## config.mk

```make
export PLATFORM = sky130hd
export DESIGN_NAME = i2c_master_write_sequencer
export DESIGN_NICKNAME = d
export VERILOG_FILES = /design/src/rtl/i2cmws_pkg.sv /design/src/rtl/i2cmws_buf.sv /design/src/rtl/i2cmws_seq.sv /design/src/rtl/i2cmws_skid.sv /design/src/rtl/i2c_master_write_sequencer.sv
export SDC_FILE = /design/constraint.sdc
export NUM_CORES = 1
export LEC_CHECK = 0
export BUFFER_PORTS_ARGS = -buffer_cell sky130_fd_sc_hd__clkbuf_2
export CAP_MARGIN = 5
export CORE_MARGIN = 2
export CORE_UTILIZATION = 35
export CTS_BUF_LIST = sky130_fd_sc_hd__clkbuf_4
export CTS_CLUSTER_SIZE = 10
export DETAILED_ROUTE_END_ITERATION = 8
export GPL_ROUTABILITY_DRIVEN = 0
export GPL_TIMING_DRIVEN = 1
export PLACE_DENSITY = 0.58
export SYNTH_ARGS = -nofsm -noshare
export SYNTH_HDL_FRONTEND = slang
export SYNTH_SLANG_ARGS = --single-unit
```

## constraint.sdc

```tcl
create_clock -name clock -period 12.5 [get_ports clock]
set_clock_uncertainty 0.05 [all_clocks]
set_input_delay 2.5 -clock clock [delete_from_list [all_inputs] [get_ports clock]]
set_output_delay 2.5 -clock clock [all_outputs]
set_load 0.1 [all_outputs]
```

## src/rtl/i2cmws_pkg.sv

```systemverilog
package i2cmws_pkg;

   // Item function codes.
   localparam logic [1:0] FUNC_TICK  = 2'd0;
   localparam logic [1:0] FUNC_LOAD  = 2'd1;
   localparam logic [1:0] FUNC_START = 2'd2;

   // Configuration register indexes.
   localparam logic CSR_ACK_LIMIT = 1'b0;
   localparam logic CSR_STOP_HOLD = 1'b1;

   localparam int CSR_DATA_W = 20;

   localparam logic [19:0] ACK_LIMIT_RESET = 20'd1000000;
   localparam logic [3:0]  STOP_HOLD_RESET = 4'd10;

   typedef struct packed {
      logic [1:0] func;
      logic       sda_in;
      logic [3:0] buf_index;
      logic [7:0] byte_value;
      logic [4:0] byte_count;
      logic [7:0] address_byte;
   } req_payload_type;

   typedef struct packed {
      logic scl_level;
      logic sda_level;
      logic busy_res;
      logic frame_done;
      logic timed_out;
   } rsp_payload_type;

   // Sequencer phases, one-hot.
   typedef enum logic [8:0] {
      PH_IDLE    = 9'b000000001,
      PH_PRE     = 9'b000000010,
      PH_ST_SDA  = 9'b000000100,
      PH_ST_SCL  = 9'b000001000,
      PH_BIT     = 9'b000010000,
      PH_ACK     = 9'b000100000,
      PH_SP_SDA  = 9'b001000000,
      PH_SP_SCL  = 9'b010000000,
      PH_SP_HOLD = 9'b100000000
   } phase_type;

   // Frame buffer write request from the sequencer.
   typedef struct packed {
      logic       en;
      logic [7:0] addr;
      logic [7:0] data;
   } buf_write_type;

endpackage

```

## src/rtl/i2cmws_buf.sv

```systemverilog
module i2cmws_buf
   import i2cmws_pkg::*;
#(
   parameter int BUFFER_DEPTH = 16
) (
   input  logic          clock,
   input  buf_write_type wr,
   input  logic [4:0]    rd_pos,
   output logic [7:0]    rd_data
);

   localparam int IDX_W = (BUFFER_DEPTH > 1) ? $clog2(BUFFER_DEPTH) : 1;

   logic [7:0]       mem [BUFFER_DEPTH];
   logic [7:0]       rd_data_ff;
   logic [IDX_W-1:0] wr_idx;
   logic [IDX_W-1:0] rd_idx;

   assign wr_idx  = IDX_W'(wr.addr);
   assign rd_idx  = IDX_W'(rd_pos);
   assign rd_data = rd_data_ff;

   // A write to the entry being read this cycle is forwarded, so the
   // registered read always reflects every earlier write.
   always_ff @(posedge clock) begin
      if (wr.en) begin
         mem[wr_idx] <= wr.data;
      end
      if (wr.en && (wr_idx == rd_idx)) begin
         rd_data_ff <= wr.data;
      end else begin
         rd_data_ff <= mem[rd_idx];
      end
   end

endmodule

```

## src/rtl/i2cmws_seq.sv

```systemverilog
module i2cmws_seq
   import i2cmws_pkg::*;
#(
   parameter int BUFFER_DEPTH = 16
) (
   input  logic                  clock,
   input  logic                  reset,
   input  logic                  csr_write_en,
   input  logic                  csr_index,
   input  logic [CSR_DATA_W-1:0] csr_write_data,
   input  logic                  accept,
   input  req_payload_type       req,
   input  logic [7:0]            rd_data,
   output buf_write_type         wr,
   output logic [4:0]            rd_pos,
   output rsp_payload_type       rsp
);

   logic [19:0] ack_limit_ff;
   logic [3:0]  stop_hold_ff;

   phase_type   phase_ff,   phase_in;
   logic [2:0]  bit_pos_ff, bit_pos_in;
   logic [3:0]  sub_ff,     sub_in;
   logic [4:0]  byte_pos_ff, byte_pos_in;
   logic [4:0]  to_send_ff, to_send_in;
   logic [7:0]  shift_ff,   shift_in;
   logic [19:0] ack_cnt_ff, ack_cnt_in;
   logic        scl_ff,     scl_in;
   logic        sda_ff,     sda_in;
   logic        tmo_ff,     tmo_in;
   logic        done;
   logic        cur_bit;
   logic [20:0] ack_next;
   logic [8:0]  count_sat;

   always_ff @(posedge clock) begin
      if (reset) begin
         ack_limit_ff <= ACK_LIMIT_RESET;
         stop_hold_ff <= STOP_HOLD_RESET;
      end else if (csr_write_en) begin
         unique case (csr_index)
            CSR_ACK_LIMIT: ack_limit_ff <= csr_write_data[19:0];
            CSR_STOP_HOLD: stop_hold_ff <= csr_write_data[3:0];
            default:       ack_limit_ff <= ack_limit_ff;
         endcase
      end
   end

   assign cur_bit   = shift_ff[bit_pos_ff];
   assign ack_next  = {1'b0, ack_cnt_ff} + 21'd1;
   assign count_sat = (9'(req.byte_count) > 9'(BUFFER_DEPTH)) ?
                      9'(BUFFER_DEPTH) : 9'(req.byte_count);

   always_comb begin
      phase_in    = phase_ff;
      bit_pos_in  = bit_pos_ff;
      sub_in      = sub_ff;
      byte_pos_in = byte_pos_ff;
      to_send_in  = to_send_ff;
      shift_in    = shift_ff;
      ack_cnt_in  = ack_cnt_ff;
      scl_in      = scl_ff;
      sda_in      = sda_ff;
      tmo_in      = tmo_ff;
      done        = 1'b0;
      wr.en       = 1'b0;
      wr.addr     = {4'd0, req.buf_index};
      wr.data     = req.byte_value;

      if (accept) begin
         priority if (req.func == FUNC_TICK && phase_ff != PH_IDLE) begin
            unique case (phase_ff)
               PH_PRE: begin
                  scl_in   = 1'b1;
                  sda_in   = 1'b1;
                  phase_in = PH_ST_SDA;
               end
               PH_ST_SDA: begin
                  scl_in   = 1'b1;
                  sda_in   = 1'b0;
                  phase_in = PH_ST_SCL;
               end
               PH_ST_SCL: begin
                  scl_in     = 1'b0;
                  sda_in     = 1'b0;
                  bit_pos_in = 3'd7;
                  sub_in     = 4'd0;
                  phase_in   = PH_BIT;
               end
               PH_BIT: begin
                  sda_in = cur_bit;
                  priority if (sub_ff == 4'd0) begin
                     scl_in = 1'b0;
                     sub_in = 4'd1;
                  end else if (sub_ff == 4'd1) begin
                     scl_in = 1'b1;
                     sub_in = 4'd2;
                  end else begin
                     scl_in = 1'b0;
                     sub_in = 4'd0;
                     if (bit_pos_ff == 3'd0) begin
                        phase_in = PH_ACK;
                     end else begin
                        bit_pos_in = bit_pos_ff - 3'd1;
                     end
                  end
               end
               PH_ACK: begin
                  sda_in = 1'b1;
                  priority if (sub_ff == 4'd0) begin
                     scl_in = 1'b0;
                     if (req.sda_in) begin
                        if (ack_next > {1'b0, ack_limit_ff}) begin
                           scl_in   = 1'b1;
                           tmo_in   = 1'b1;
                           phase_in = PH_IDLE;
                           done     = 1'b1;
                        end else begin
                           ack_cnt_in = ack_next[19:0];
                        end
                     end else begin
                        sub_in = 4'd1;
                     end
                  end else if (sub_ff == 4'd1) begin
                     scl_in = 1'b1;
                     sub_in = 4'd2;
                  end else begin
                     scl_in = 1'b0;
                     sub_in = 4'd0;
                     if (byte_pos_ff < to_send_ff) begin
                        shift_in    = rd_data;
                        byte_pos_in = byte_pos_ff + 5'd1;
                        bit_pos_in  = 3'd7;
                        phase_in    = PH_BIT;
                     end else begin
                        phase_in = PH_SP_SDA;
                     end
                  end
               end
               PH_SP_SDA: begin
                  scl_in   = 1'b0;
                  sda_in   = 1'b0;
                  phase_in = PH_SP_SCL;
               end
               PH_SP_SCL: begin
                  scl_in   = 1'b1;
                  sda_in   = 1'b0;
                  sub_in   = 4'd0;
                  phase_in = PH_SP_HOLD;
               end
               PH_SP_HOLD: begin
                  scl_in = 1'b1;
                  sda_in = 1'b1;
                  if ({1'b0, sub_ff} + 5'd1 >= {1'b0, stop_hold_ff}) begin
                     phase_in = PH_IDLE;
                     sub_in   = 4'd0;
                     done     = 1'b1;
                  end else begin
                     sub_in = sub_ff + 4'd1;
                  end
               end
               default: begin
                  scl_in   = 1'b1;
                  sda_in   = 1'b1;
                  phase_in = PH_IDLE;
               end
            endcase
         end else if (req.func == FUNC_LOAD) begin
            wr.en = (9'(req.buf_index) < 9'(BUFFER_DEPTH));
         end else if (req.func == FUNC_START && phase_ff == PH_IDLE) begin
            shift_in    = req.address_byte;
            to_send_in  = count_sat[4:0];
            byte_pos_in = 5'd0;
            bit_pos_in  = 3'd7;
            sub_in      = 4'd0;
            ack_cnt_in  = 20'd0;
            tmo_in      = 1'b0;
            phase_in    = PH_PRE;
         end else begin
            done = 1'b0;
         end
      end
   end

   always_ff @(posedge clock) begin
      if (reset) begin
         phase_ff    <= PH_IDLE;
         bit_pos_ff  <= 3'd7;
         sub_ff      <= 4'd0;
         byte_pos_ff <= 5'd0;
         to_send_ff  <= 5'd0;
         shift_ff    <= 8'd0;
         ack_cnt_ff  <= 20'd0;
         scl_ff      <= 1'b1;
         sda_ff      <= 1'b1;
         tmo_ff      <= 1'b0;
      end else begin
         phase_ff    <= phase_in;
         bit_pos_ff  <= bit_pos_in;
         sub_ff      <= sub_in;
         byte_pos_ff <= byte_pos_in;
         to_send_ff  <= to_send_in;
         shift_ff    <= shift_in;
         ack_cnt_ff  <= ack_cnt_in;
         scl_ff      <= scl_in;
         sda_ff      <= sda_in;
         tmo_ff      <= tmo_in;
      end
   end

   // The buffer is read ahead at the position the next byte will come from.
   assign rd_pos = byte_pos_in;

   assign rsp.scl_level  = scl_in;
   assign rsp.sda_level  = sda_in;
   assign rsp.busy_res   = (phase_in != PH_IDLE);
   assign rsp.frame_done = done;
   assign rsp.timed_out  = tmo_in;

endmodule

```

## src/rtl/i2cmws_skid.sv

```systemverilog
module i2cmws_skid
   import i2cmws_pkg::*;
(
   input  logic            clock,
   input  logic            reset,
   input  logic            in_valid,
   output logic            in_stall,
   input  rsp_payload_type in_data,
   output logic            out_valid,
   input  logic            out_stall,
   output rsp_payload_type out_data
);

   logic            out_valid_ff;
   logic            skid_valid_ff;
   rsp_payload_type out_data_ff;
   rsp_payload_type skid_data_ff;
   logic            take;
   logic            push;

   assign take      = out_valid_ff && !out_stall;
   assign push      = in_valid && !skid_valid_ff;
   assign in_stall  = skid_valid_ff;
   assign out_valid = out_valid_ff;
   assign out_data  = out_data_ff;

   always_ff @(posedge clock) begin
      if (reset) begin
         out_valid_ff  <= 1'b0;
         skid_valid_ff <= 1'b0;
      end else if (skid_valid_ff) begin
         if (take) begin
            skid_valid_ff <= 1'b0;
         end
      end else if (push) begin
         if (out_valid_ff && !take) begin
            skid_valid_ff <= 1'b1;
         end else begin
            out_valid_ff <= 1'b1;
         end
      end else if (take) begin
         out_valid_ff <= 1'b0;
      end
   end

   always_ff @(posedge clock) begin
      if (skid_valid_ff) begin
         if (take) begin
            out_data_ff <= skid_data_ff;
         end
      end else if (push) begin
         if (out_valid_ff && !take) begin
            skid_data_ff <= in_data;
         end else begin
            out_data_ff <= in_data;
         end
      end
   end

endmodule

```

## src/rtl/i2c_master_write_sequencer.sv

```systemverilog
// Result: an accepted transaction's result is registered in the output skid stage and shown on rsp_.
// Throughput: one transaction per clock while req_stall is low, set by the sequencer step and the
// registered read of the frame buffer memory.
// Reset is synchronous and active high; it returns the sequencer to idle with both lines
// released and restores the register defaults. The frame buffer is not cleared.
module i2c_master_write_sequencer
   import i2cmws_pkg::*;
#(
   parameter int BUFFER_DEPTH = 16
) (
   input  logic                  clock,
   input  logic                  reset,

   input  logic                  csr_write_en,
   input  logic                  csr_index,
   input  logic [CSR_DATA_W-1:0] csr_write_data,

   input  logic                  req_valid,
   output logic                  req_stall,
   input  req_payload_type       req_payload,

   output logic                  rsp_valid,
   input  logic                  rsp_stall,
   output rsp_payload_type       rsp_payload
);

   // A request transaction is taken whenever the output skid stage has room.
   // The output register plus one skid entry let the sequencer keep working
   // while a finished result waits, and req_stall comes straight from a flop.
   logic            accept;
   buf_write_type   buf_wr;
   logic [4:0]      buf_rd_pos;
   logic [7:0]      buf_rd_data;
   rsp_payload_type seq_rsp;

   assign accept = req_valid && !req_stall;

   // The frame buffer is a synchronous memory. It is read every cycle at the
   // position of the next data byte, so the byte is ready by the time the
   // acknowledge of the previous byte finishes. Loads to that same entry are
   // forwarded inside the memory block.
   i2cmws_buf #(
      .BUFFER_DEPTH (BUFFER_DEPTH)
   ) u_buf (
      .clock   (clock),
      .wr      (buf_wr),
      .rd_pos  (buf_rd_pos),
      .rd_data (buf_rd_data)
   );

   // The sequencer advances the bus phase on each tick transaction, handles
   // buffer loads and frame starts, and holds the configuration registers.
   i2cmws_seq #(
      .BUFFER_DEPTH (BUFFER_DEPTH)
   ) u_seq (
      .clock          (clock),
      .reset          (reset),
      .csr_write_en   (csr_write_en),
      .csr_index      (csr_index),
      .csr_write_data (csr_write_data),
      .accept         (accept),
      .req            (req_payload),
      .rd_data        (buf_rd_data),
      .wr             (buf_wr),
      .rd_pos         (buf_rd_pos),
      .rsp            (seq_rsp)
   );

   // Every accepted transaction yields exactly one result transaction.
   i2cmws_skid u_skid (
      .clock     (clock),
      .reset     (reset),
      .in_valid  (req_valid),
      .in_stall  (req_stall),
      .in_data   (seq_rsp),
      .out_valid (rsp_valid),
      .out_stall (rsp_stall),
      .out_data  (rsp_payload)
   );

endmodule

```

---- Yosys cells after proc, flatten, opt, wreduce, memory -nomap -nowiden ----
Memory sizes are Yosys's and may differ from the RTL's. A register that Yosys moved wholly into a read port is not among the register bits.
Cells that the tools add are included.
word-level totals
  register bits after elaboration ......... 93
  RAM bits ................................ 128
  input bits .............................. 54
  logic and storage cells ................. 198
  memories kept ........................... 1
cells by class
  $add $sub $neg .......................... 5
  magnitude comparators ................... 5
  eq/ne operators ......................... 34
  muxes and demuxes ....................... 97
  bitwise gates (word level) .............. 4
  reduce and logical (&&, ||, !) cells .... 27
memory list
  memory     words  width  rd ports  clocked after memory_dff  wr ports  RTL line          RTL
  u_buf.mem  16     8      1         1                         1         i2cmws_buf.sv:14  logic [7:0] mem [BUFFER_DEPTH];
operator list
  cell                     count
  $mux W20                 7
  $mux W9                  12
  $pmux W9 S8              1
  $mux W5                  12
  $mux W8                  7
  $mux W1                  33
  $mux W4                  8
  $mux W3                  9
  $add A20 B1 Y21 const B  1
  $gt A21 B20 Y1           1
  $ne A2 B2 Y1 const B     9
  $ne A3 B3 Y1 const B     6
  $ne A9 B1 Y1 const B     2
  $pmux W4 S4              1
  $reduce_and A7 Y1        2
  $reduce_and A10 Y1       1
  $eq A9 B1 Y1 const B     1
  $eq A9 B2 Y1 const B     1
  $eq A9 B3 Y1 const B     1
  $eq A9 B4 Y1 const B     1
  $eq A9 B5 Y1 const B     1
  $eq A9 B6 Y1 const B     1
  $eq A9 B7 Y1 const B     1
  $eq A9 B8 Y1 const B     1
  other kinds (34)         52

---- Logic depth before layout (Yosys ltp) ----
  depth in word-level cells ............... 12
  gate-level depth with buffers ........... 19

---- Modules after synthesis ----
From an unflattened synthesis, not the netlist that was laid out.
second synthesis, totals
  cell total of the unflattened synthesis .. 944
  area total of the unflattened synthesis .. 11044.3 sq um
modules (own cells, without submodules)
  module                      instances  cells an instance  area each (sq um)
  i2cmws_seq                  1          690                5474.0
  i2cmws_buf                  1          225                5067.4
  i2cmws_skid                 1          28                 489.2
  i2c_master_write_sequencer  1          1                  13.8

---- Worst setup path before layout ----
OpenSTA, ideal clock, no wires.
  kind .................................... input port to flip-flop
  start point ............................. input port req_payload[26] (netlist bit)
  end point ............................... register u_skid.out_data_ff (netlist bit u_skid.out_data[2]), data pin
  library setup time ...................... 0.260 ns
  arrival ................................. 4.321 ns
  data required time ...................... 12.190 ns
  slack ................................... 7.869 ns
  stages on the path ...................... 8
  buffers on the path ..................... 1
  cell sequence ........................... or4b_4 or2_1 buf_6 nor3_4 a22oi_2 a2111oi_2 o311ai_1 mux2_4
RTL lines
  item                  RTL line                          RTL
  start, declared       i2c_master_write_sequencer.sv:20  input req_payload_type req_payload,
  end signal, assigned  i2cmws_skid.sv:49                 out_data_ff <= skid_data_ff;
  end signal, assigned  i2cmws_skid.sv:55                 out_data_ff <= in_data;
  end, declared         i2cmws_skid.sv:16                 rsp_payload_type out_data_ff;

---- Worst setup path after layout ----
  start point ............................. register u_seq.ack_cnt_ff[2]
  end point ............................... register u_seq.ack_cnt_ff[17]
on the way
  word-level cells in the longest chain between the ends .. 6
RTL lines
  item                                                                    RTL line           RTL
  start, declared                                                         i2cmws_seq.sv:28   logic [19:0] ack_cnt_ff, ack_cnt_in;
  start signal, assigned                                                  i2cmws_seq.sv:205  ack_cnt_ff <= ack_cnt_in;
  $add A20 B1 Y21 (*)                                                     i2cmws_seq.sv:51   assign ack_next = {1'b0, ack_cnt_ff} + 21'd1;
  parallel branches: the longest is 5 deep, another holds $gt A21 B20 Y1  --
Every way passes the cells marked *. The select of a mux whose other input is x is not followed.
A chain may end at the register's enable or synchronous reset.

==> run summary <==
For this block, the via count after detailed routing is 7296. The mean cell area of the mapped netlist is roughly 12 um^2. The kind of start point of the critical path is a flip-flop.

The number of cells traversed by the worst hold path came out at 2. The part of the total power dissipated in combinational logic came out at 5.5%. The worst-skew pair later-pin latency is 720 ps.

The critical path is of the reg2reg type. The data required time of the critical path came out at ~13000 ps. The post-synthesis instance total is roughly 900. The element type at the critical path end is a flip-flop.

The combined area of all synthesized cells is 0.0107 mm^2. The switching power of the nets came out at 380 uW. The final setup violation count is 0. The DRC violation count after routing is 0. Entering global routing, the biggest net connects 85 pins.

The post-synthesis async set-or-reset flop share is 0%. Following the worst setup path forward leads to its endpoint at u_seq.ack_cnt_ff[17]$_SDFFE_PP0P_. The total clock sinks is 225.

The transition time at the pin with the least slew margin came out at 1000 ps. The global route total overflow came out at 0. The flow ran to the end, and the final reports show no timing, DRC or antenna violations. The largest fanout of any net on the critical path came out at 12. The clock network is responsible for roughly two fifths of the overall power. In this run, synthesis inferred 138 flip-flops with an integrated enable. The arrival time reported for the critical path endpoint is 5500 ps. The number of synthesized register bits came out at 225.

The height of the die came out at between 150 and 200 um. The peak clock frequency supported by timing came out at about 200 MHz. The number of synthesis warnings came out at 0. The I/O pin count is 61. The remaining antenna violation count is 0. The area of the die is about 0.032 mm^2. The cell-internal power is 1.15 mW. The minimum clock period after layout came out at 5040 ps. The slowest stage of the critical path belongs to the cell sky130_fd_sc_hd__or4_1. The critical path starts at u_seq.ack_cnt_ff[2]$_SDFFE_PP0P_.

The x dimension of the die is 179 um. In this run the critical register-to-register path is launched from u_seq.ack_cnt_ff[2]$_SDFFE_PP0P_. In this run, the number of DRC markers left after iteration 0 of detailed routing was 500. Walking the worst path, the cells encountered are nand3_1, nor4_1, and3_1, and3_1, nand3_1, xnor2_1, ha_1, nand3_1, or4_1, a211o_4, a21oi_2, o21ai_1, o21ai_0, a21oi_1.

The CTS tree is done. The post-placement cell count is 1307. Counting both buffers and inverters, the worst setup path holds a total of 0. The number of setup buffers added after CTS is 0. After the last flow step, the layout net total stands at approximately 1100. Headroom to the max-slew limit came out at around a third. In this run the worst hold path is classified as reg2reg. The total half-perimeter wirelength after legalization and detailed placement came out at 16.2 mm. The final sum of negative setup slack came out at 0 ps. The sequential fraction of design power came out at between 50% and 60%.

The switching share of power is 24.9%. The clock tree synthesis step divided the H-tree into 2 levels. The max-capacitance violation count came out at 0. The number of max-slew violations in the final report came to 0. The number of antenna violations at the first check in global routing came to 1. For this run, the leading register cell type out of synthesis is sky130_fd_sc_hd__edfxtp_1. The clock input transition at the sequential cells of the worst setup and hold paths came out at roughly 70 ps.

The worst supply voltage drop on vdd is 80.2 uV. The count of hold buffers inserted by post-cts repair came out at 0. Of the cells placed in the final design, the portion with a size suffix greater than 1 is 22.4%. In this run the critical register-to-register path is captured at u_seq.ack_cnt_ff[17]$_SDFFE_PP0P_.

The routed via count divided by cell count came out at 5.15. The wire length per cell after detailed routing is 16.9 um. The number of placement rows is 63. The clock tree root buffer cell is sky130_fd_sc_hd__clkbuf_4.

Setup slack on the worst reg-to-reg path comes out at 7460 ps. The number of hold violations in the final report came out at 0. The floorplan core area is roughly 0.030 mm^2. The total CTS buffers came out at 59. The number of cells upsized or downsized after cts came out at 0. In this run the number of cells on the critical path is 14. The number of global-route vias before repair came out at between 7000 and 8000.

Setup repair after global routing left no endpoint under its margin. The cell area power density is 127 mW/mm^2. Before antenna repair, the detailed router went through 5 iterations. The total wire length came out at 24.0 mm. The number of nets handed over by synthesis was 986. In this design, the largest share of critical-path delay is due to simple AND/OR/NAND/NOR gates. The sequential fraction of the synthesis area is a little under three fifths.

The area growth from synthesis to layout is 13.0%. The wire length of the first global-routing pass came out at 38.7 mm. The count of cells in the finished layout, fillers not included, comes to 1418. The clock passes through at most 3 buffers.

The number of library cell types mapped by synthesis is 77. Buffers placed on the I/O ports in this run total 60. By instance count, the cell type seen most on the critical path is sky130_fd_sc_hd__nand3_1. The initial core utilization is 35.8%. The biggest cell delay along the critical path is 580 ps. The ratio of final minimum period to clock period is between 40% and 50%. The placed instances occupy a cell area of 0.0113 mm^2. The final cell area excluding filler cells came out at 0.0121 mm^2. The path depth of the worst reg2reg path is 14. The total routing resource utilization after global routing came out at between 10% and 20%. The leakage power total is 4.39 nW.
-- cells in the mapped netlist (all sizes together), types with 2 or more instances --
master / number / area, um^2
a2111oi: 2 / 42.5
a211o: 13 / 123
a211oi: 4 / 47.5
a21o: 4 / 30.0
a21oi: 61 / 309
a221oi: 2 / 23.8
a22oi: 2 / 20.0
a311oi: 10 / 87.6
a31oi: 4 / 25.0
a41oi: 5 / 51.3
and2: 5 / 31.3
and3: 18 / 113
and4: 4 / 37.5
buf: 28 / 165
clkbuf: 20 / 75.1
dfxtp: 87 / 1740
edfxtp: 138 / 4140
ha: 36 / 450
inv: 40 / 150
mux2: 7 / 82.6
mux2i: 4 / 40.0
mux4: 42 / 946
nand2: 106 / 398
nand2b: 12 / 75.1
nand3: 23 / 120
nand3b: 8 / 60.1
nand4: 17 / 113
nand4b: 2 / 17.5
nor2: 70 / 270
nor2b: 14 / 87.6
nor3: 15 / 86.3
nor4: 6 / 80.1
o211ai: 4 / 30.0
o21a: 2 / 15.0
o21ai: 25 / 125
o21bai: 3 / 22.5
o31ai: 3 / 22.5
or2: 3 / 18.8
or3: 7 / 43.8
or4: 3 / 22.5
xnor2: 13 / 114
xor2: 11 / 96.3
-- metrics by stage --
| step | hold slack [ps] | total power, mW | util (%) | setup WS, ps |
|---|---|---|---|---|
| CTS | 407 | 1.55 | 40.5 | 7450 |
| floorplan | 382 | 0.876 | - | 7870 |
| finish | 407 | 1.53 | 40.5 | 7460 |
| global route | 419 | 1.61 | 40.5 | 6920 |
| global placement | 392 | 0.904 | 37.9 | 7310 |
| detailed placement | 397 | 0.906 | 37.9 | 7280 |
-- power by group through the flow --
stage	clock network (mW)	logic (mW)	registers, mW
final	0.639	0.0839	0.804
after global routing	0.708	0.0928	0.805
after CTS	0.661	0.0850	0.804
after detailed placement	0	0.0847	0.821
after global placement	0	0.0833	0.821
after floorplan	0	0.0453	0.830
-- routing by layer --
metal  global-route usage [%]  vias to the layer above  part of all wire [%]
met5                        0                        -                     0
met4                     4.95                        0                   2.0
met3                     3.20                       41                   4.7
met2                     25.1                      189                    48
met1                     20.7                     3518                    46
li1                         -                     3548                     -
-- layout make-up --
type / instances / area, um^2
Timing Repair Buffer: 69 / 368
Tap cell: 390 / 488
Fill cell: 2870 / 17700
Clock buffer: 87 / 653
Multi-Input combinational cell: 583 / 4400
Inverter: 40 / 150
Sequential cell: 225 / 5890
Clock inverter: 23 / 111
Antenna cell: 1 / 2.50
-- how the worst min path moves through the flow --
stage | from | end | slack (ps)
6_report | u_seq.stop_hold_ff[2]$_SDFFE_PP0P_ | u_seq.stop_hold_ff[2]$_SDFFE_PP0P_ | 410
5_1_grt | u_seq.to_send_ff[4]$_SDFFE_PP0P_ | u_seq.to_send_ff[4]$_SDFFE_PP0P_ | 420
4_1_cts | u_seq.ack_limit_ff[10]$_SDFFE_PP0P_ | u_seq.ack_limit_ff[10]$_SDFFE_PP0P_ | 410
3_5_place_dp | u_seq.to_send_ff[4]$_SDFFE_PP0P_ | u_seq.to_send_ff[4]$_SDFFE_PP0P_ | 400
3_3_place_gp | u_seq.to_send_ff[4]$_SDFFE_PP0P_ | u_seq.to_send_ff[4]$_SDFFE_PP0P_ | 390
2_1_floorplan | u_seq.to_send_ff[4]$_SDFFE_PP0P_ | u_seq.to_send_ff[4]$_SDFFE_PP0P_ | 380
-- placed cells by master (no fill, tap or decap), types with 3 or more instances in the layout --
master                     synthesis  routed
sky130_fd_sc_hd__a211o_1          12      12
sky130_fd_sc_hd__nand3b_1          8       8
sky130_fd_sc_hd__nand2_1         106     106
sky130_fd_sc_hd__nand4_1          16      16
sky130_fd_sc_hd__xnor2_1          13      13
sky130_fd_sc_hd__a311oi_1         10      10
sky130_fd_sc_hd__buf_4             5       9
sky130_fd_sc_hd__xor2_1           11      11
sky130_fd_sc_hd__and2_1            5       5
sky130_fd_sc_hd__nor2_1           69      69
sky130_fd_sc_hd__o21bai_1          3       3
sky130_fd_sc_hd__clkinv_1          0      18
sky130_fd_sc_hd__o211ai_1          4       4
sky130_fd_sc_hd__inv_1            40      40
sky130_fd_sc_hd__or3_1             7       7
sky130_fd_sc_hd__edfxtp_1        138     138
sky130_fd_sc_hd__dfxtp_1          87      86
sky130_fd_sc_hd__ha_1             36      36
sky130_fd_sc_hd__a41oi_1           4       4
sky130_fd_sc_hd__o21ai_0          21      21
sky130_fd_sc_hd__o31ai_1           3       3
sky130_fd_sc_hd__clkbuf_4          0      87
sky130_fd_sc_hd__mux4_2           42      42
sky130_fd_sc_hd__and3_1           18      18
sky130_fd_sc_hd__a21oi_1          60      60
sky130_fd_sc_hd__a21o_1            4       4
sky130_fd_sc_hd__nand3_1          22      22
sky130_fd_sc_hd__o21ai_1           4       4
sky130_fd_sc_hd__and4_1            3       3
sky130_fd_sc_hd__clkbuf_2          0      59
sky130_fd_sc_hd__mux2_1            4       4
sky130_fd_sc_hd__nand2b_1         12      12
sky130_fd_sc_hd__nor3_1           14      13
sky130_fd_sc_hd__mux2i_1           4       4
sky130_fd_sc_hd__a31oi_1           4       4
sky130_fd_sc_hd__nor2b_1          14      13
sky130_fd_sc_hd__or4_1             3       3
-- sequential cells by signal (all words and copies together), names as in the netlist, 3 cells and up, named ones only --
register             cells
u_buf.mem              128
u_seq.ack_cnt_ff        20
u_seq.ack_limit_ff      20
u_seq.bit_pos_ff         3
u_seq.byte_pos_ff        5
u_seq.phase_ff           9
u_seq.shift_ff           8
u_seq.stop_hold_ff       4
u_seq.sub_ff             4
u_seq.to_send_ff         5
u_skid.out_data          5
u_skid.skid_data_ff      5
-- cells by family (layout without fill, tap and decap cells) --
| family | Yosys count | after routing | share of synthesized area (%) |
|---|---|---|---|
| other | 0 | 1 | 0 |
| xor gates and xnor gates | 24 | 24 | 1.97 |
| AOI/OAI and AO/OA | 153 | 153 | 9.85 |
| DFF | 225 | 225 | 55.2 |
| adders and majority gates | 36 | 36 | 4.22 |
| and+or+nand+nor | 317 | 317 | 15.1 |
| muxes | 53 | 53 | 10.0 |
| buffers and inverters | 88 | 219 | 3.66 |
-- worst min-delay path, stage by stage, from the launching register on --
cell and delay (ps):
sky130_fd_sc_hd__dfxtp_1 310, sky130_fd_sc_hd__nand2_1 50, sky130_fd_sc_hd__a21oi_1 50
No activity file was read; power rests on OpenSTA's default activity.
